--- src/sbts_pkg.sv ---
// ----------------------------------------------------------------------------
// sbts_pkg
// Shared types and constants of the staged bring-up / tear-down sequencer.
// ----------------------------------------------------------------------------
package sbts_pkg;

    localparam logic [1:0] ACT_TICK   = 2'd0;
    localparam logic [1:0] ACT_WIND   = 2'd1;
    localparam logic [1:0] ACT_UNWIND = 2'd2;
    localparam logic [1:0] ACT_EVENT  = 2'd3;

    localparam logic [1:0] DIR_NONE   = 2'd0;
    localparam logic [1:0] DIR_WIND   = 2'd1;
    localparam logic [1:0] DIR_UNWIND = 2'd2;

    localparam logic [1:0] ST_BUSY    = 2'd0;
    localparam logic [1:0] ST_WOUND   = 2'd1;
    localparam logic [1:0] ST_UNWOUND = 2'd2;

    localparam logic [2:0] REG_STAGE_COUNT = 3'd0;
    localparam logic [2:0] REG_SKIP        = 3'd1;
    localparam logic [2:0] REG_RETRY       = 3'd2;
    localparam logic [2:0] REG_EVENT_MASK  = 3'd3;
    localparam logic [2:0] REG_SAFE        = 3'd4;

    localparam logic [4:0]  LVL_NONE   = 5'h1F;
    localparam logic [31:0] SKIP_RESET = 32'hFFFF_FFFF;

    typedef struct packed {
        logic [3:0]  stage_count;
        logic [63:0] skip_periods;
        logic [63:0] retry_limits;
        logic [7:0]  event_wait_mask;
        logic [23:0] safe_levels;
    } cfg_t;

    typedef struct packed {
        logic              accepted;
        logic signed [3:0] reply_level;
        logic              busy_res;
        logic signed [3:0] current_level;
        logic              call_wind;
        logic              call_unwind;
        logic [2:0]        call_stage;
        logic              init_request;
        logic              level_changed;
        logic              report_valid;
        logic [1:0]        report_state;
    } result_t;

    // stages 8 and up read every field as zero
    function automatic logic [7:0] field8(input logic [63:0] r, input logic [3:0] idx);
        logic [7:0] f;
        f = idx[3] ? 8'd0 : r[{idx[2:0], 3'b000} +: 8];
        return f;
    endfunction

    function automatic logic ev_wait(input logic [7:0] m, input logic [3:0] idx);
        logic b;
        b = idx[3] ? 1'b0 : m[idx[2:0]];
        return b;
    endfunction

    function automatic logic [2:0] safe_of(input logic [23:0] r, input logic [3:0] idx);
        logic [2:0] f;
        f = idx[3] ? 3'd0 : r[idx[2:0] * 3 +: 3];
        return f;
    endfunction

endpackage

--- src/staged_bringup_teardown_sequencer.sv ---
// ----------------------------------------------------------------------------
// staged_bringup_teardown_sequencer
// A request's result is registered: it sits in the output register from the cycle after acceptance.
// Throughput: one request per cycle while in_ready is high; the next-state logic is a single pass.
// in_ready drops only while a result is held and out_ready is low.
// Reset (rst_n low, async): no stage selected, no direction, retry counters cleared,
// skip counter set to all ones, configuration back to one stage with all tables zero.
// ----------------------------------------------------------------------------
module staged_bringup_teardown_sequencer #(
    parameter int STAGES = 8
) (
    input  logic              clk,
    input  logic              rst_n,
    input  logic              psel,
    input  logic              penable,
    input  logic              pwrite,
    input  logic [5:0]        paddr,
    input  logic [63:0]       pwdata,
    output logic [63:0]       prdata,
    output logic              pready,
    input  logic              in_valid,
    output logic              in_ready,
    input  logic [1:0]        action,
    input  logic              stage_ok,
    input  logic [2:0]        event_level,
    output logic              out_valid,
    input  logic              out_ready,
    output logic              accepted,
    output logic signed [3:0] reply_level,
    output logic              busy_res,
    output logic signed [3:0] current_level,
    output logic              call_wind,
    output logic              call_unwind,
    output logic [2:0]        call_stage,
    output logic              init_request,
    output logic              level_changed,
    output logic              report_valid,
    output logic [1:0]        report_state
);

    sbts_pkg::cfg_t    cfg_reg;
    sbts_pkg::result_t res_comb;
    sbts_pkg::result_t res_reg;
    logic              out_valid_reg;
    logic              take;
    logic              cfg_wr;

    assign pready   = 1'b1;
    assign cfg_wr   = psel & penable & pwrite;
    assign in_ready = !out_valid_reg || out_ready;
    assign take     = in_valid && in_ready;

    always_ff @(posedge clk or negedge rst_n)
    begin
        if (!rst_n)
        begin
            cfg_reg.stage_count     <= 4'd1;
            cfg_reg.skip_periods    <= '0;
            cfg_reg.retry_limits    <= '0;
            cfg_reg.event_wait_mask <= '0;
            cfg_reg.safe_levels     <= '0;
        end
        else if (cfg_wr)
        begin
            unique case (paddr[5:3])
                sbts_pkg::REG_STAGE_COUNT: cfg_reg.stage_count     <= pwdata[3:0];
                sbts_pkg::REG_SKIP:        cfg_reg.skip_periods    <= pwdata;
                sbts_pkg::REG_RETRY:       cfg_reg.retry_limits    <= pwdata;
                sbts_pkg::REG_EVENT_MASK:  cfg_reg.event_wait_mask <= pwdata[7:0];
                sbts_pkg::REG_SAFE:        cfg_reg.safe_levels     <= pwdata[23:0];
                default:
                begin
                end
            endcase
        end
    end

    always_comb
    begin
        unique case (paddr[5:3])
            sbts_pkg::REG_STAGE_COUNT: prdata = 64'(cfg_reg.stage_count);
            sbts_pkg::REG_SKIP:        prdata = cfg_reg.skip_periods;
            sbts_pkg::REG_RETRY:       prdata = cfg_reg.retry_limits;
            sbts_pkg::REG_EVENT_MASK:  prdata = 64'(cfg_reg.event_wait_mask);
            sbts_pkg::REG_SAFE:        prdata = 64'(cfg_reg.safe_levels);
            default:                   prdata = '0;
        endcase
    end

    sbts_core #(
        .STAGES (STAGES)
    ) u_core (
        .clk         (clk),
        .rst_n       (rst_n),
        .take        (take),
        .action      (action),
        .stage_ok    (stage_ok),
        .event_level (event_level),
        .cfg         (cfg_reg),
        .res         (res_comb)
    );

    always_ff @(posedge clk or negedge rst_n)
    begin
        if (!rst_n)
        begin
            out_valid_reg <= 1'b0;
        end
        else if (take)
        begin
            out_valid_reg <= 1'b1;
        end
        else if (out_ready)
        begin
            out_valid_reg <= 1'b0;
        end
    end

    always_ff @(posedge clk)
    begin
        if (take)
        begin
            res_reg <= res_comb;
        end
    end

    assign out_valid     = out_valid_reg;
    assign accepted      = res_reg.accepted;
    assign reply_level   = res_reg.reply_level;
    assign busy_res      = res_reg.busy_res;
    assign current_level = res_reg.current_level;
    assign call_wind     = res_reg.call_wind;
    assign call_unwind   = res_reg.call_unwind;
    assign call_stage    = res_reg.call_stage;
    assign init_request  = res_reg.init_request;
    assign level_changed = res_reg.level_changed;
    assign report_valid  = res_reg.report_valid;
    assign report_state  = res_reg.report_state;

endmodule

--- src/sbts_core.sv ---
// ----------------------------------------------------------------------------
// sbts_core
// Sequencer state and its next-state logic; one request per take pulse.
// ----------------------------------------------------------------------------
module sbts_core #(
    parameter int STAGES = 8
) (
    input  logic                clk,
    input  logic                rst_n,
    input  logic                take,
    input  logic [1:0]          action,
    input  logic                stage_ok,
    input  logic [2:0]          event_level,
    input  sbts_pkg::cfg_t      cfg,
    output sbts_pkg::result_t   res
);

    localparam int SW = (STAGES > 1) ? $clog2(STAGES) : 1;

    logic [1:0]          dir_reg, dir_next;
    logic                wind_pend_reg, wind_pend_next;
    logic                unwind_pend_reg, unwind_pend_next;
    logic                cur_valid_reg, cur_valid_next;
    logic [SW-1:0]       cur_stage_reg, cur_stage_next;
    logic                prev_valid_reg, prev_valid_next;
    logic [SW-1:0]       prev_stage_reg, prev_stage_next;
    logic [4:0]          lvl_reg, lvl_next;
    logic [4:0]          lvl_rep_reg, lvl_rep_next;
    logic [31:0]         skip_reg, skip_next;
    logic [8:0]          retry_reg [STAGES];
    logic [8:0]          retry_next [STAGES];
    logic [STAGES-1:0]   up_done_reg, up_done_next;
    logic [STAGES-1:0]   ev_done_reg, ev_done_next;
    logic                failed_reg, failed_next;

    logic [4:0]          eff_count;

    always_comb
    begin
        if (cfg.stage_count == 4'd0)
        begin
            eff_count = 5'd1;
        end
        else if (5'(cfg.stage_count) > 5'(STAGES))
        begin
            eff_count = 5'(STAGES);
        end
        else
        begin
            eff_count = 5'(cfg.stage_count);
        end
    end

    always_comb
    begin
        logic [SW-1:0] s;
        logic [3:0]    s4;
        logic [8:0]    old;
        logic [1:0]    wu;
        logic          chk;
        logic          fail_exit;

        dir_next         = dir_reg;
        wind_pend_next   = wind_pend_reg;
        unwind_pend_next = unwind_pend_reg;
        cur_valid_next   = cur_valid_reg;
        cur_stage_next   = cur_stage_reg;
        prev_valid_next  = prev_valid_reg;
        prev_stage_next  = prev_stage_reg;
        lvl_next         = lvl_reg;
        lvl_rep_next     = lvl_rep_reg;
        skip_next        = skip_reg;
        retry_next       = retry_reg;
        up_done_next     = up_done_reg;
        ev_done_next     = ev_done_reg;
        failed_next      = failed_reg;
        res              = '0;
        res.reply_level  = -4'sd1;
        s                = '0;
        s4               = '0;
        old              = '0;
        wu               = sbts_pkg::ST_BUSY;
        chk              = 1'b0;
        fail_exit        = 1'b0;

        unique case (action)
            sbts_pkg::ACT_WIND:
            begin
                if (cur_valid_reg)
                begin
                    res.reply_level = 4'(cur_stage_reg);
                end
                else
                begin
                    wind_pend_next = 1'b1;
                    res.accepted   = 1'b1;
                end
            end
            sbts_pkg::ACT_UNWIND:
            begin
                unwind_pend_next = 1'b1;
                res.report_valid = 1'b1;
                if (cur_valid_reg)
                begin
                    ev_done_next[cur_stage_reg] = 1'b0;
                    res.reply_level  = 4'(cur_stage_reg);
                    res.report_state = sbts_pkg::ST_BUSY;
                end
                else
                begin
                    res.report_state = sbts_pkg::ST_UNWOUND;
                end
            end
            sbts_pkg::ACT_EVENT:
            begin
                if (cur_valid_reg && 4'(cur_stage_reg) == 4'(event_level))
                begin
                    ev_done_next[cur_stage_reg] = 1'b1;
                    res.accepted = 1'b1;
                end
            end
            default:
            begin
                if (wind_pend_reg && dir_reg != sbts_pkg::DIR_WIND)
                begin
                    if (!cur_valid_next && !prev_valid_next)
                    begin
                        res.init_request = 1'b1;
                        for (int i = 0; i < STAGES; i++)
                        begin
                            retry_next[i] = '0;
                        end
                        up_done_next    = '0;
                        ev_done_next    = '0;
                        prev_valid_next = 1'b1;
                        prev_stage_next = '0;
                        lvl_next        = sbts_pkg::LVL_NONE;
                    end
                    cur_valid_next = prev_valid_next;
                    cur_stage_next = prev_stage_next;
                    dir_next       = sbts_pkg::DIR_WIND;
                end
                wind_pend_next = 1'b0;

                if (unwind_pend_reg && lvl_next != sbts_pkg::LVL_NONE)
                begin
                    if (!cur_valid_next || !up_done_next[cur_stage_next])
                    begin
                        cur_valid_next = prev_valid_next;
                        cur_stage_next = prev_stage_next;
                    end
                    dir_next = sbts_pkg::DIR_UNWIND;
                end
                unwind_pend_next = 1'b0;

                if (cur_valid_next)
                begin
                    s        = cur_stage_next;
                    s4       = 4'(s);
                    lvl_next = 5'(s);
                    if (dir_next == sbts_pkg::DIR_WIND)
                    begin
                        if (sbts_pkg::ev_wait(cfg.event_wait_mask, s4) && up_done_next[s])
                        begin
                            if (ev_done_next[s])
                            begin
                                if (5'(s) + 5'd1 < eff_count)
                                begin
                                    cur_stage_next = s + 1'b1;
                                end
                                else
                                begin
                                    cur_valid_next = 1'b0;
                                end
                            end
                        end
                        else
                        begin
                            if (skip_next >= 32'(sbts_pkg::field8(cfg.skip_periods, s4)))
                            begin
                                res.call_wind  = 1'b1;
                                res.call_stage = s4[2:0];
                                if (!stage_ok)
                                begin
                                    fail_exit     = 1'b1;
                                    old           = retry_next[s];
                                    retry_next[s] = old + 9'd1;
                                    if (old >= 9'(sbts_pkg::field8(cfg.retry_limits, s4)))
                                    begin
                                        skip_next       = sbts_pkg::SKIP_RESET;
                                        retry_next[s]   = '0;
                                        dir_next        = sbts_pkg::DIR_UNWIND;
                                        failed_next     = 1'b1;
                                        prev_valid_next = 1'b1;
                                        prev_stage_next = s;
                                        if (s != '0)
                                        begin
                                            cur_stage_next = s - 1'b1;
                                        end
                                        else
                                        begin
                                            cur_valid_next = 1'b0;
                                        end
                                    end
                                    else
                                    begin
                                        skip_next = '0;
                                    end
                                end
                                else
                                begin
                                    skip_next       = sbts_pkg::SKIP_RESET;
                                    up_done_next[s] = 1'b1;
                                end
                            end
                            else
                            begin
                                skip_next = skip_next + 32'd1;
                            end
                            if (!fail_exit)
                            begin
                                if (!sbts_pkg::ev_wait(cfg.event_wait_mask, s4))
                                begin
                                    prev_valid_next = 1'b1;
                                    prev_stage_next = s;
                                    up_done_next[s] = 1'b0;
                                    if (5'(s) + 5'd1 < eff_count)
                                    begin
                                        cur_stage_next = s + 1'b1;
                                    end
                                    else
                                    begin
                                        cur_valid_next = 1'b0;
                                        wu             = sbts_pkg::ST_WOUND;
                                    end
                                end
                                chk = 1'b1;
                            end
                        end
                    end
                    else if (dir_next == sbts_pkg::DIR_UNWIND)
                    begin
                        if (4'(sbts_pkg::safe_of(cfg.safe_levels, s4)) <= s4 && failed_next)
                        begin
                            failed_next = 1'b0;
                            dir_next    = sbts_pkg::DIR_WIND;
                        end
                        else
                        begin
                            res.call_unwind = 1'b1;
                            res.call_stage  = s4[2:0];
                            if (!stage_ok)
                            begin
                                old           = retry_next[s];
                                retry_next[s] = old + 9'd1;
                                if (old >= 9'(sbts_pkg::field8(cfg.retry_limits, s4)))
                                begin
                                    retry_next[s] = '0;
                                    dir_next      = sbts_pkg::DIR_WIND;
                                    failed_next   = 1'b1;
                                end
                            end
                            else
                            begin
                                prev_valid_next = 1'b1;
                                prev_stage_next = s;
                                retry_next[s]   = '0;
                                up_done_next[s] = 1'b0;
                                ev_done_next[s] = 1'b0;
                                if (s != '0)
                                begin
                                    cur_stage_next = s - 1'b1;
                                end
                                else
                                begin
                                    cur_valid_next  = 1'b0;
                                    prev_valid_next = 1'b0;
                                    prev_stage_next = '0;
                                    wu              = sbts_pkg::ST_UNWOUND;
                                    lvl_next        = sbts_pkg::LVL_NONE;
                                end
                                chk = 1'b1;
                            end
                        end
                    end
                    else
                    begin
                        chk = 1'b1;
                    end
                end

                if (chk && lvl_rep_reg != lvl_next)
                begin
                    lvl_rep_next       = lvl_next;
                    res.level_changed  = 1'b1;
                    res.report_valid   = 1'b1;
                    res.report_state   = wu;
                end
            end
        endcase

        res.busy_res      = cur_valid_next;
        res.current_level = lvl_next[3:0];
    end

    always_ff @(posedge clk or negedge rst_n)
    begin
        if (!rst_n)
        begin
            dir_reg         <= sbts_pkg::DIR_NONE;
            wind_pend_reg   <= 1'b0;
            unwind_pend_reg <= 1'b0;
            cur_valid_reg   <= 1'b0;
            cur_stage_reg   <= '0;
            prev_valid_reg  <= 1'b0;
            prev_stage_reg  <= '0;
            lvl_reg         <= '0;
            lvl_rep_reg     <= sbts_pkg::LVL_NONE;
            skip_reg        <= sbts_pkg::SKIP_RESET;
            for (int i = 0; i < STAGES; i++)
            begin
                retry_reg[i] <= '0;
            end
            up_done_reg     <= '0;
            ev_done_reg     <= '0;
            failed_reg      <= 1'b0;
        end
        else if (take)
        begin
            dir_reg         <= dir_next;
            wind_pend_reg   <= wind_pend_next;
            unwind_pend_reg <= unwind_pend_next;
            cur_valid_reg   <= cur_valid_next;
            cur_stage_reg   <= cur_stage_next;
            prev_valid_reg  <= prev_valid_next;
            prev_stage_reg  <= prev_stage_next;
            lvl_reg         <= lvl_next;
            lvl_rep_reg     <= lvl_rep_next;
            skip_reg        <= skip_next;
            retry_reg       <= retry_next;
            up_done_reg     <= up_done_next;
            ev_done_reg     <= ev_done_next;
            failed_reg      <= failed_next;
        end
    end

endmodule
--- config.mk ---
export PLATFORM = sky130hd
export DESIGN_NAME = staged_bringup_teardown_sequencer
export DESIGN_NICKNAME = d
export VERILOG_FILES = /design/src/sbts_pkg.sv /design/src/staged_bringup_teardown_sequencer.sv /design/src/sbts_core.sv
export SDC_FILE = /design/constraint.sdc
export NUM_CORES = 1
export LEC_CHECK = 0
export BUFFER_PORTS_ARGS = -buffer_cell sky130_fd_sc_hd__buf_2
export CORE_MARGIN = 4
export CORE_UTILIZATION = 30
export CTS_CLUSTER_DIAMETER = 60
export DETAILED_ROUTE_END_ITERATION = 10
export HOLD_SLACK_MARGIN = 0.06
export PLACE_DENSITY_LB_ADDON = 0.12
export SYNTH_ARGS = -nofsm -noshare
export SYNTH_HDL_FRONTEND = slang
export SYNTH_SLANG_ARGS = --single-unit
export TNS_END_PERCENT = 100
--- constraint.sdc ---
create_clock -name clk -period 8.3 [get_ports clk]
set_input_delay 0 -clock clk [delete_from_list [all_inputs] [get_ports clk]]
set_output_delay 0 -clock clk [all_outputs]
set_load 0.05 [all_outputs]
Word level (Yosys, flattened, before mapping):

Cells that the tools add are included.

* register bits after elaboration: 328
* input bits: 83
* output and inout bits: 87
* word-level logic and storage cells: 352

* add/sub/neg operators: 5
* multiply operators: 1
* magnitude comparators: 12
* equality and inequality tests: 18
* shift-type cells: 3
* muxes and demuxes: 206
* bitwise gates (word level): 23
* reductions and logical operators: 44

Operator list (count)
* $mux W72: 12
* $pmux W64 S5: 1
* $mux W8: 27
* $and A72 B72 Y72: 2
* $shiftx A64 B7 Y8: 2
* $mux W3: 38
* $mux W32: 3
* $bwmux W72: 1
* $not A72 Y72: 1
* $mux W1: 69
* $mux W5: 11
* $mux W2: 23
* $add A32 B1 Y32 const B: 1
* $and A8 B8 Y8: 4
* $ge A32 B8 Y1: 1
* $bmux W9 S3: 1
* $demux W9 S3: 1
* $mux W9: 3
* $pmux W8 S3: 1
* $shiftx A24 B6 Y3: 1
* $mux W4: 5
* $not A8 Y8: 2
* $or A8 B8 Y8: 2
* $reduce_and A2 Y1: 8
* 45 further kinds: 92

Longest topological paths before layout:

Gate-level depths: netlist (run 1).

* depth after elaboration: 29
* mapped depth: 30
* gate-level depth less buffers: 24

Modules after synthesis:

A second synthesis (run 1) with hierarchy kept.

* cell total of the unflattened synthesis: 1904
* area, all modules: 19252.2 um2

By module, submodules not included
* sbts_core: instances 1, cells an instance 1387, area an instance 11388.4 um2, sequential area each 3624.7 um2
* staged_bringup_teardown_sequencer: instances 1, cells an instance 517, area an instance 7863.8 um2, sequential area each 4730.8 um2

Worst setup path before layout (run 1):

No wires, ideal clock.

* path type: register to register
* start point: register u_core.dir_reg[0]
* end point: register u_core.skip_reg[0]
* arrival: 6049 ps
* path slack: 2161 ps
* cell stages (with the launch flop): 31
* path buffers: 8
* cells stage by stage: dfrtp_1 -> nor2b_1 -> buf_4 -> nor2_1 -> o32a_1 -> or3_4 -> o311ai_4 -> buf_6 -> buf_4 -> buf_2 -> buf_2 -> clkbuf_1 -> clkbuf_1 -> nand2_1 -> a21oi_1 -> nor4_1 -> ha_1 -> nor2b_1 -> o21a_1 -> o21a_1 -> o21a_1 -> o21ai_0 -> nand2_1 -> a21o_1 -> a21oi_1 -> nand2_1 -> o21ai_1 -> buf_2 -> o21ai_0 -> nand2_1 -> o21ai_0

* cells in the longest elaborated chain, start to end: 19
* elaborated cells on any way between the ends: 49
* those cells by class: order compare (2); eq/ne (3); shift (2); mux (33); bitwise (2); reduce/logical (7)

RTL lines
* start, declared: RTL line sbts_core.sv:20 `logic [1:0] dir_reg, dir_next;`
* start signal, assigned: RTL line sbts_core.sv:310 `dir_reg <= sbts_pkg::DIR_NONE;`
* start signal, assigned: RTL line sbts_core.sv:330 `dir_reg <= dir_next;`
* parallel branches: the longest is 19 deep, another holds $shiftx A64 B7 Y8
* end signal, assigned: RTL line sbts_core.sv:319 `skip_reg <= sbts_pkg::SKIP_RESET;`
* end signal, assigned: RTL line sbts_core.sv:339 `skip_reg <= skip_next;`
* end, declared: RTL line sbts_core.sv:29 `logic [31:0] skip_reg, skip_next;`

Parallel ways; which one is timed is not known. The select of a mux whose other input is x is not followed.
A chain may end at the register's enable or synchronous reset.

Worst setup path in the final report (run 1):

* start point: register u_core.dir_reg[0]
* end point: register u_core.retry_reg[35] (netlist bit)

* cells in the longest elaborated chain, start to end: 24
* elaborated cells on any way between the ends: 68
* those cells by class: add/sub (1); mul (1); order compare (5); eq/ne (4); shift (3); mux (42); bitwise (4); reduce/logical (8)

RTL lines
* parallel branches: the longest is 23 deep, another holds $mul A3 B2 Y5
* $mux W72 (*): RTL line sbts_core.sv:156 `if (cur_valid_next)`
* end signal, assigned: RTL line sbts_core.sv:340 `retry_reg <= retry_next;`
* end, declared: RTL line sbts_core.sv:30 `logic [8:0] retry_reg [STAGES];`

Every way passes the cells marked *. The select of a mux whose other input is x is not followed.

==> run_results.csv, run 1 <==
group,metric,value,unit
run_status,status,"finished, final reports clean",
critical_path,cp.required,8810,ps
drt,routedWlPerCell,26.19,µm
grt,grt.overflow.total,0,
clock_network,clk_latency,580,ps
timing,fin_crit_sh,87.43,%
drt,ant_nets,0,
timing,maxSlewHeadroom,24.47,%
floorplanning,start_util,30.56,%
timing,setup_ws,1044,ps
power_and_ir_drop,comb_power_share,52.1,%
place,dp_hpwl,53.31,mm
timing,rsz0062_at_grt,"false",
logic_synthesis,ys_warn_count,0,
logic_synthesis,synthDistinctLibCells,101,
power_and_ir_drop,pwr-share-clk,21.3,%
cells_and_area,layout-drive-gt1-share,26.17,%
logic_synthesis,synthFlopType,"dfrtp_1",
logic_synthesis,postSynthAreaPerCell,9.947,µm²
critical_path,critPathMaxFanout,12,
logic_synthesis,syn-num-nets,1984,
floorplanning,die_h,256.9,µm
drt,route.detailed.drc,0,
logic_synthesis,synthArstFlopShare,93.90,%
timing,tightest_slew,1129,ps
run,cap_violations,0,
floorplanning,boundaryPins,170,
cells_and_area,layout.cells.non_filler,2900,
logic_synthesis,ys_seq_area_share,44.97,%
power_and_ir_drop,p_switching,4.325,mW
drt,drtIter0Drc,1146,
timing,hold_violations,0,
clock_network,htree_levels,2,
clock_network,clk_path_buf_depth,3,
critical_path,r2r_slack,1040,ps
place,placed_area,0.02039,mm²
logic_synthesis,synth-seq-cells,328,
timing,setup_violations,0,
critical_path,path_class,"reg2reg",
drt,vias,16360,
clock_network,postCtsSetupRepairBufs,0,
clock_network,clk_pin_slew,60,ps
timing,max_freq,137.8,MHz
power_and_ir_drop,p_seq_share,26.7,%
power_and_ir_drop,sw_frac_of_total,47.18,%
cells_and_area,largest_reg_flops,164,
timing,fin_setup_tns,0,ps
place,place.gp.congestion,0.8953,
power_and_ir_drop,power.internal,4.843,mW
timing,skew,21.67,ps
clock_network,numCtsBuffers,41,
cells_and_area,finalCoreUtilization,37.15,%
critical_path,reg2reg_depth,22,
clock_network,hold_buffers,73,
drt,vias_per_cell,5.642,
timing,layout_min_cycle_time,7257,ps
min_path,min_path_type,"in2async",
cells_and_area,post-route-cell-area,0.02259,mm²
critical_path,end_kind,"flop",
grt,grt_pass1_wl,113.5,mm
logic_synthesis,post-synth-top-count-cell,"dfrtp_1",
logic_synthesis,synth_area_leader_cell,"dfrtp_1",
place,portBuffers,165,
drt,routed_wl,75.96,mm
grt,first_global_vias,16890,
critical_path,worstSetupStartpointType,"flop",
place,pre_cts_ws,1104,ps
cells_and_area,nNetsFinal,2201,
critical_path,worst_ep_arrival_time,7770,ps
grt,grtUsageTotal,22.43,%
logic_synthesis,synthCells,1868,
cells_and_area,area_growth,21.58,%
clock_network,ctsResizeCount,0,
logic_synthesis,synth_top_area_share,36.36,%
floorplanning,die-area,0.06598,mm²
critical_path,r2r_start,"u_core.dir_reg[0]$_DFFE_PN0P_",
clock_network,cts.sinks,328,
timing,slew_violations,0,
floorplanning,dieWidth,256.9,µm
place,dp_cells,2751,
power_and_ir_drop,ir_worst_vdd,0.1987,mV
critical_path,r2r-end,"u_core.retry_reg[35]$_DFFE_PN0P_",
logic_synthesis,synthTopCellsByCount,"dfrtp_1, nand2_1, mux2_2, o21ai_0, a21oi_1",
power_and_ir_drop,p_per_area,405.8,mW/mm²
power_and_ir_drop,total_power,9.168,mW
logic_synthesis,synth_edf_count,20,
clock_network,cts_root_buffer,"clkbuf_16",
clock_network,cts_tree,"done",
logic_synthesis,syn_area,0.01858,mm²
grt,grt_max_degree,112,
timing,whs,80.81,ps
drt,dr.pass1.iters,5,
floorplanning,core_area,0.06081,mm²
power_and_ir_drop,cellLeakagePower,9.642,nW
grt,grt_antenna_before_repair,1,
floorplanning,rows,90,
logic_synthesis,synth_area_leaders,"dfrtp_1, mux2_2, dfstp_2, nand2_1, o21ai_0",
==> layer usage <==
| metal | wire length [µm] | global-route usage, % |
|---|---|---|
| met4 | 2666 | 7.531 |
| met1 | 33680 | 30.47 |
| met5 | 0 | 0 |
| met2 | 36090 | 37.26 |
| met3 | 3525 | 2.793 |
==> critical path: stages (launching register included) <==
cell      delay, ps
dfrtp_1         430
nor2b_1         590
o21ai_1         210
a211oi_1        450
a22oi_2         190
o211ai_4        480
mux2i_2         940
buf_4           300
nand2_1         280
o22ai_1         280
or4_1           150
ha_1            240
o21a_1          110
o21a_1          160
o21a_1          160
o21ai_0         140
nand2_1          70
a21o_1          180
a21oi_1         280
nand2_1         250
nor4_2          960
o21ai_0         210
nand2_1         110
==> final cells by class <==
type / instances / area [µm²]
antenna: 1 / 2.502
clock buffer: 64 / 1254
clock inverter: 11 / 216.5
fill: 6118 / 38220
inverter: 33 / 123.9
multi-input combinational: 1392 / 9684
sequential: 328 / 8356
tap: 782 / 978.4
timing repair buffer: 289 / 1974
==> cell families after synthesis <==
group	share of synthesized area [%]
other	0.02018
AO/OA/AOI/OAI	22.29
AND/OR/NAND/NOR	13.77
buffers and inverters	3.279
adder cells (fa/ha/maj)	2.222
flip-flops	44.97
multiplexers	12.93
XOR/XNOR	0.5186
==> cell usage in the layout (no fill, tap or decap), types with 42 or more instances in the layout <==
cell / instances
nand2_1: 249
clkbuf_16: 42
nor2_1: 93
dlygate4sd3_1: 73
a22o_1: 64
o21ai_0: 127
nand3_1: 44
a21oi_1: 102
mux2_2: 170
dfrtp_1: 270
buf_4: 49
buf_2: 164
==> power by group through the flow <==
stage	combinational, mW	clock (mW)	sequential (mW)
after detailed placement	4.69	0	2.47
after global routing	5.14	2.05	2.50
after floorplan	3.06	0	2.31
final	4.77	1.95	2.45
after CTS	4.74	1.99	2.44
after global placement	4.65	0	2.46
==> how the worst max path moves through the flow <==
stage	startpoint	to	slack, ps	depth (start not counted)
after global routing	u_core.dir_reg[0]$_DFFE_PN0P_	u_core.retry_reg[35]$_DFFE_PN0P_	520	22
final	u_core.dir_reg[0]$_DFFE_PN0P_	u_core.retry_reg[35]$_DFFE_PN0P_	1040	22
after CTS	u_core.dir_reg[0]$_DFFE_PN0P_	u_core.retry_reg[35]$_DFFE_PN0P_	1110	22
after floorplan	u_core.dir_reg[0]$_DFFE_PN0P_	u_core.skip_reg[0]$_DFFE_PN1P_	2160	30
after detailed placement	u_core.dir_reg[0]$_DFFE_PN0P_	u_core.retry_reg[35]$_DFFE_PN0P_	1100	22
after global placement	u_core.dir_reg[0]$_DFFE_PN0P_	u_core.retry_reg[35]$_DFFE_PN0P_	1250	22
No activity file was read; power rests on OpenSTA's default activity.
==> run 2, diff against run 1 <==
--- a/config.mk
+++ b/config.mk
@@ -6,9 +6,10 @@
 export NUM_CORES = 1
 export LEC_CHECK = 0
 export BUFFER_PORTS_ARGS = -buffer_cell sky130_fd_sc_hd__buf_2
-export CORE_MARGIN = 4
-export CORE_UTILIZATION = 30
+export CORE_MARGIN = 5
+export CORE_UTILIZATION = 60
 export CTS_CLUSTER_DIAMETER = 60
+export CTS_CLUSTER_SIZE = 14
 export DETAILED_ROUTE_END_ITERATION = 10
 export HOLD_SLACK_MARGIN = 0.06
 export PLACE_DENSITY_LB_ADDON = 0.12
==> run 2 against run 1 <==
  * Final area decreased by 4.5%
  * Combinational power is 2% lower
  * Sequential share of layout area increased by 1.7 points
  * Sequential cell count is the same
  * First-iteration DRC count increased by 85%
  * Hold slack lost 22 ps
  * Sequential power about the same
  * Final cell count is 14% lower
  * Worst setup slack gained 140 ps
  * Via count is 5.4% higher
  * Critical endpoint is now u_core.retry_reg[12]$_DFFE_PN0P_
==> run_results.csv, run 2 (synthesis gave the netlist of run 1 again) <==
group,metric,value,unit
clock_network,numCtsBuffers,34,
drt,routedWlPerCell,26.63,µm
drt,routed_wl,66.13,mm
floorplanning,rows,64,
clock_network,cts.sinks,328,
cells_and_area,post-route-cell-area,0.02157,mm²
grt,first_global_vias,16950,
place,placed_area,0.01980,mm²
critical_path,cp.required,8740,ps
place,place.gp.congestion,0.9704,
timing,rsz0062_at_grt,"false",
floorplanning,die_h,186.0,µm
clock_network,cts_root_buffer,"clkbuf_16",
critical_path,end_kind,"flop",
clock_network,cts_tree,"done",
timing,fin_setup_tns,0,ps
timing,skew,20.95,ps
floorplanning,core_area,0.03059,mm²
timing,setup_violations,0,
timing,fin_crit_sh,85.74,%
floorplanning,dieWidth,186.0,µm
cells_and_area,largest_reg_flops,164,
critical_path,critPathMaxFanout,14,
drt,drtIter0Drc,2120,
cells_and_area,finalCoreUtilization,70.53,%
clock_network,htree_levels,2,
timing,hold_violations,0,
drt,vias,17250,
power_and_ir_drop,cellLeakagePower,9.372,nW
cells_and_area,final_common_cell,"dfrtp_1",
run,cap_violations,0,
grt,grt_pass1_wl,101.3,mm
place,portBuffers,165,
min_path,min_path_type,"in2async",
grt,grt.overflow.total,0,
floorplanning,die-area,0.03459,mm²
critical_path,path_class,"reg2reg",
cells_and_area,final_cell_mix,"dfrtp_1, nand2_1, mux2_2, buf_2, o21ai_0",
grt,grtUsageTotal,38.04,%
grt,grt_max_degree,92,
drt,route.detailed.drc,0,
clock_network,ctsResizeCount,0,
drt,vias_per_cell,6.947,
run_status,status,"finished, final reports clean",
drt,dr.pass1.iters,7,
clock_network,clk_latency,530,ps
timing,slew_violations,0,
cells_and_area,area_growth,16.11,%
power_and_ir_drop,ir_worst_vdd,0.2551,mV
clock_network,hold_buffers,70,
critical_path,worstSetupStartpointType,"flop",
timing,layout_min_cycle_time,7116,ps
power_and_ir_drop,p_per_area,399.7,mW/mm²
critical_path,worst_ep_arrival_time,7550,ps
grt,grt_antenna_before_repair,1,
floorplanning,boundaryPins,170,
clock_network,clk_path_buf_depth,3,
cells_and_area,layout-drive-gt1-share,25.22,%
timing,whs,58.38,ps
drt,ant_nets,0,
timing,max_freq,140.5,MHz
clock_network,clk_pin_slew,70,ps
timing,maxSlewHeadroom,27.22,%
cells_and_area,nNetsFinal,2178,
timing,tightest_slew,1088,ps
clock_network,postCtsSetupRepairBufs,0,
floorplanning,start_util,60.74,%
place,dp_hpwl,43.92,mm
-- run 2: changes by cell type in the layout (fill, tap and decap cells not counted), moves of 2 or more --
cell,delta
buf_4,-12
bufinv_16,-4
clkbuf_16,-7
clkbuf_8,-10
clkinv_4,+2
dlygate4sd3_1,-3
inv_6,+3
-- run 2: metal layers --
metal	global-route usage, %	up-vias	share of wire (%)
met5	0	-	0
met4	20.23	0	6.5
met3	8.794	273	11
met2	57.10	1152	44
met1	51.69	8461	38
li1	-	7363	-
-- run 2: layout make-up --
class | instances | area [µm²]
clock inverter | 12 | 130.1
antenna | 1 | 2.502
timing repair buffer | 273 | 1834
sequential | 328 | 8356
clock buffer | 48 | 944.7
tap | 396 | 495.5
inverter | 33 | 123.9
multi-input combinational | 1392 | 9687
fill | 2353 | 9016
-- run 2: worst paths after layout --
kind / depth (start not counted) / slack, ps / endpoint / start
setup / recovery: 24 / 1180 / u_core.retry_reg[12]$_DFFE_PN0P_ / u_core.wind_pend_reg$_DFFE_PN0P_
hold / removal: 2 / 60 / u_core.retry_reg[47]$_DFFE_PN0P_ / rst_n
setup reg to reg: 24 / 1180 / u_core.retry_reg[12]$_DFFE_PN0P_ / u_core.wind_pend_reg$_DFFE_PN0P_
hold reg to reg: 2 / 480 / u_core.retry_reg[51]$_DFFE_PN0P_ / u_core.retry_reg[51]$_DFFE_PN0P_
max in group asynchronous: 4 / 5840 / cfg_reg[156]$_DFFE_PN0P_ / rst_n
min in group clk: 5 / 80 / u_core.wind_pend_reg$_DFFE_PN0P_ / action[1]
-- run 2: critical path, stage by stage, from the launching register on --
cell	delay, ps
dfrtp_1	680
inv_2	240
o21ai_1	300
nor4bb_1	430
a22oi_2	190
o211ai_4	460
mux2i_2	650
buf_4	420
a21oi_1	80
nor4_1	570
ha_1	360
nor2b_1	140
o21a_1	160
o21a_1	160
o21a_1	150
o21ai_0	140
nand2_1	90
a21o_1	180
a21oi_1	160
buf_4	190
nand2_1	220
nor3_4	500
o21ai_2	210
a2bb2oi_1	170
a31oi_1	170
-- run 2: report_power, final --
group	internal [mW]	switching [mW]
combinational	1.57	3.10
clock	0.842	0.684
sequential	2.03	0.389
-- run 2: metrics by stage --
| stage | worst slack (ps) | power (mW) | std cells |
|---|---|---|---|
| floorplan | 2161 | 5.368 | 1868 |
| global placement | 1515 | 6.818 | 2352 |
| detailed placement | 1406 | 6.901 | 2352 |
| CTS | 1350 | 8.470 | 2482 |
| global route | 802.5 | 9.030 | 2482 |
| finish | 1184 | 8.623 | 2483 |
==> run 3, diff against run 2 <==
--- a/config.mk
+++ b/config.mk
@@ -5,7 +5,7 @@
 export SDC_FILE = /design/constraint.sdc
 export NUM_CORES = 1
 export LEC_CHECK = 0
-export BUFFER_PORTS_ARGS = -buffer_cell sky130_fd_sc_hd__buf_2
+export BUFFER_PORTS_ARGS = -buffer_cell sky130_fd_sc_hd__buf_4
 export CORE_MARGIN = 5
 export CORE_UTILIZATION = 60
 export CTS_CLUSTER_DIAMETER = 60
==> run 3 against run 2 <==
  * Sequential power barely moved
  * Die area is the same
  * Non-clock buffer count is 2 higher
  * Clock power hardly changed
  * Via count fell by 0.99%
  * Register-to-register slack better by 60 ps
  * Global-route usage fell by 0.94 points
  * Sequential share of layout area decreased by 0.83 points
  * Critical path type unchanged
==> run_results.csv, run 3 (synthesis gave the netlist of run 1 again) <==
group,metric,value,unit
run_status,status,"finished, final reports clean",
timing,hold_violations,0,
place,dp_hpwl,43.85,mm
drt,ant_nets,0,
critical_path,worst_ep_arrival_time,7500,ps
timing,max_freq,141.7,MHz
grt,grt_max_degree,175,
power_and_ir_drop,cellLeakagePower,9.494,nW
cells_and_area,fill_cells,2245,
clock_network,clk_latency,540,ps
floorplanning,dieWidth,186.0,µm
cells_and_area,area_growth,18.65,%
clock_network,cts.sinks,328,
drt,vias_per_cell,6.878,
floorplanning,die-area,0.03459,mm²
clock_network,ctsResizeCount,0,
cells_and_area,final_common_cell,"dfrtp_1",
power_and_ir_drop,sw_frac_of_total,48.00,%
cells_and_area,nNetsFinal,2180,
min_path,min_path_type,"in2reg",
grt,grtUsageTotal,37.11,%
grt,grt_pass1_wl,98.94,mm
critical_path,path_class,"reg2reg",
drt,vias,17080,
power_and_ir_drop,ir_worst_vdd,0.2286,mV
power_and_ir_drop,p_seq_share,28.0,%
drt,routed_wl,64.79,mm
timing,tightest_slew,1075,ps
drt,routedWlPerCell,26.09,µm
timing,setup_violations,0,
timing,setup_ws,1242,ps
cells_and_area,post-route-cell-area,0.02205,mm²
timing,skew,24.56,ps
clock_network,clk_pin_slew,60,ps
cells_and_area,layout-drive-gt1-share,25.22,%
drt,route.detailed.drc,0,
clock_network,cts_tree,"done",
timing,maxSlewHeadroom,28.09,%
power_and_ir_drop,comb_power_share,54.0,%
critical_path,worstSetupStartpointType,"flop",
power_and_ir_drop,pwr-share-clk,18.0,%
cells_and_area,largest_reg_flops,164,
timing,layout_min_cycle_time,7058,ps
power_and_ir_drop,p_switching,4.159,mW
clock_network,htree_levels,2,
critical_path,cp.required,8750,ps
run,cap_violations,0,
floorplanning,core_area,0.03059,mm²
drt,drtIter0Drc,2390,
place,portBuffers,165,
place,pre_cts_ws,1461,ps
grt,grt_antenna_before_repair,1,
critical_path,startpoint,"u_core.dir_reg[0]$_DFFE_PN0P_",
drt,dr.pass1.iters,8,
floorplanning,start_util,60.74,%
critical_path,end_kind,"flop",
timing,fin_crit_sh,85.04,%
clock_network,clk_path_buf_depth,3,
clock_network,cts_root_buffer,"clkbuf_16",
timing,rsz0062_at_grt,"false",
cells_and_area,final_cell_mix,"dfrtp_1, nand2_1, buf_4, mux2_2, o21ai_0",
critical_path,r2r_start,"u_core.dir_reg[0]$_DFFE_PN0P_",
place,placed_area,0.02022,mm²
min_path,holdCritStartpoint,"action[0]",
critical_path,r2r_slack,1240,ps
clock_network,numCtsBuffers,34,
timing,slew_violations,0,
timing,fin_setup_tns,0,ps
grt,grt.overflow.total,0,
power_and_ir_drop,p_per_area,393.0,mW/mm²
critical_path,critPathMaxFanout,16,
place,place.gp.congestion,0.9619,
floorplanning,die_h,186.0,µm
grt,first_global_vias,16580,
power_and_ir_drop,power.internal,4.506,mW
floorplanning,boundaryPins,170,
floorplanning,rows,64,
run 3: per-stage QoR:
stage                     utilization, %  power (mW)  cells  hold WS, ps
after floorplan                        -       5.368   1868       -295.6
after global placement             66.10       6.827   2352        2.337
after detailed placement           66.10       6.890   2352       0.6340
after CTS                          72.06       8.491   2482        62.63
after global routing               72.06       9.072   2482        116.4
final                              72.07       8.665   2483        70.80
run 3: power by group through the flow:
stage	Combinational [mW]	Clock, mW	Sequential, mW
floorplan	3.06	0	2.31
global placement	4.41	0	2.42
detailed placement	4.46	0	2.43
CTS	4.52	1.56	2.41
global route	4.98	1.63	2.46
finish	4.68	1.56	2.43
run 3: timing repair:
| action | in CTS | in global routing |
|---|---|---|
| setup buffers | 0 | 0 |
| hold endpoints to repair | 234 | 0 |
| hold buffers | 72 | 0 |
run 3: final timing paths:
kind                                                          to  cells after the start
worst max register to register  u_core.retry_reg[15]$_DFFE_PN0P_                     22
min in group asynchronous       u_core.retry_reg[36]$_DFFE_PN0P_                      3
worst max-delay path            u_core.retry_reg[15]$_DFFE_PN0P_                     22
worst min-delay path            u_core.wind_pend_reg$_DFFE_PN0P_                      4
max in group asynchronous                cfg_reg[95]$_DFFE_PN0P_                      4
worst min register to register  u_core.retry_reg[55]$_DFFE_PN0P_                      2
run 3: worst max-delay path, cell delays in order, from the launching register on:
cell	delay, ps
dfrtp_1	440
nor2b_1	700
o21ai_1	220
a211oi_1	440
a22oi_2	210
o211ai_4	450
mux2_2	650
nand2_1	360
o22ai_1	130
or4_1	590
ha_1	330
o21a_1	110
o21a_1	160
o21a_1	160
o21ai_0	140
nand2_1	70
a21o_1	180
a21oi_1	170
buf_4	210
nand2_1	210
nor3_4	490
nand2_1	310
o21ai_0	240
run 3: final cells by class:
cell class / count / area, µm² / share of cell area [%]
Clock buffer: 46 / 927.1 / 4.205
Tap cell: 396 / 495.5 / 2.247
Multi-Input combinational cell: 1392 / 9687 / 43.94
Clock inverter: 12 / 167.7 / 0.7605
Timing Repair Buffer: 275 / 2287 / 10.37
Antenna cell: 1 / 2.502 / 0.01135
Inverter: 33 / 123.9 / 0.5619
Sequential cell: 328 / 8356 / 37.90
run 3: routing by layer:
layer | vias up | share of wire [%] | GRT usage (%) | wire [µm]
met5 | - | 0.062 | 0 | 40
met4 | 4 | 5.1 | 15.88 | 3332
met3 | 208 | 11 | 8.638 | 7046
met2 | 1122 | 45 | 57.43 | 29350
met1 | 8384 | 39 | 50.50 | 25020
li1 | 7360 | - | - | -
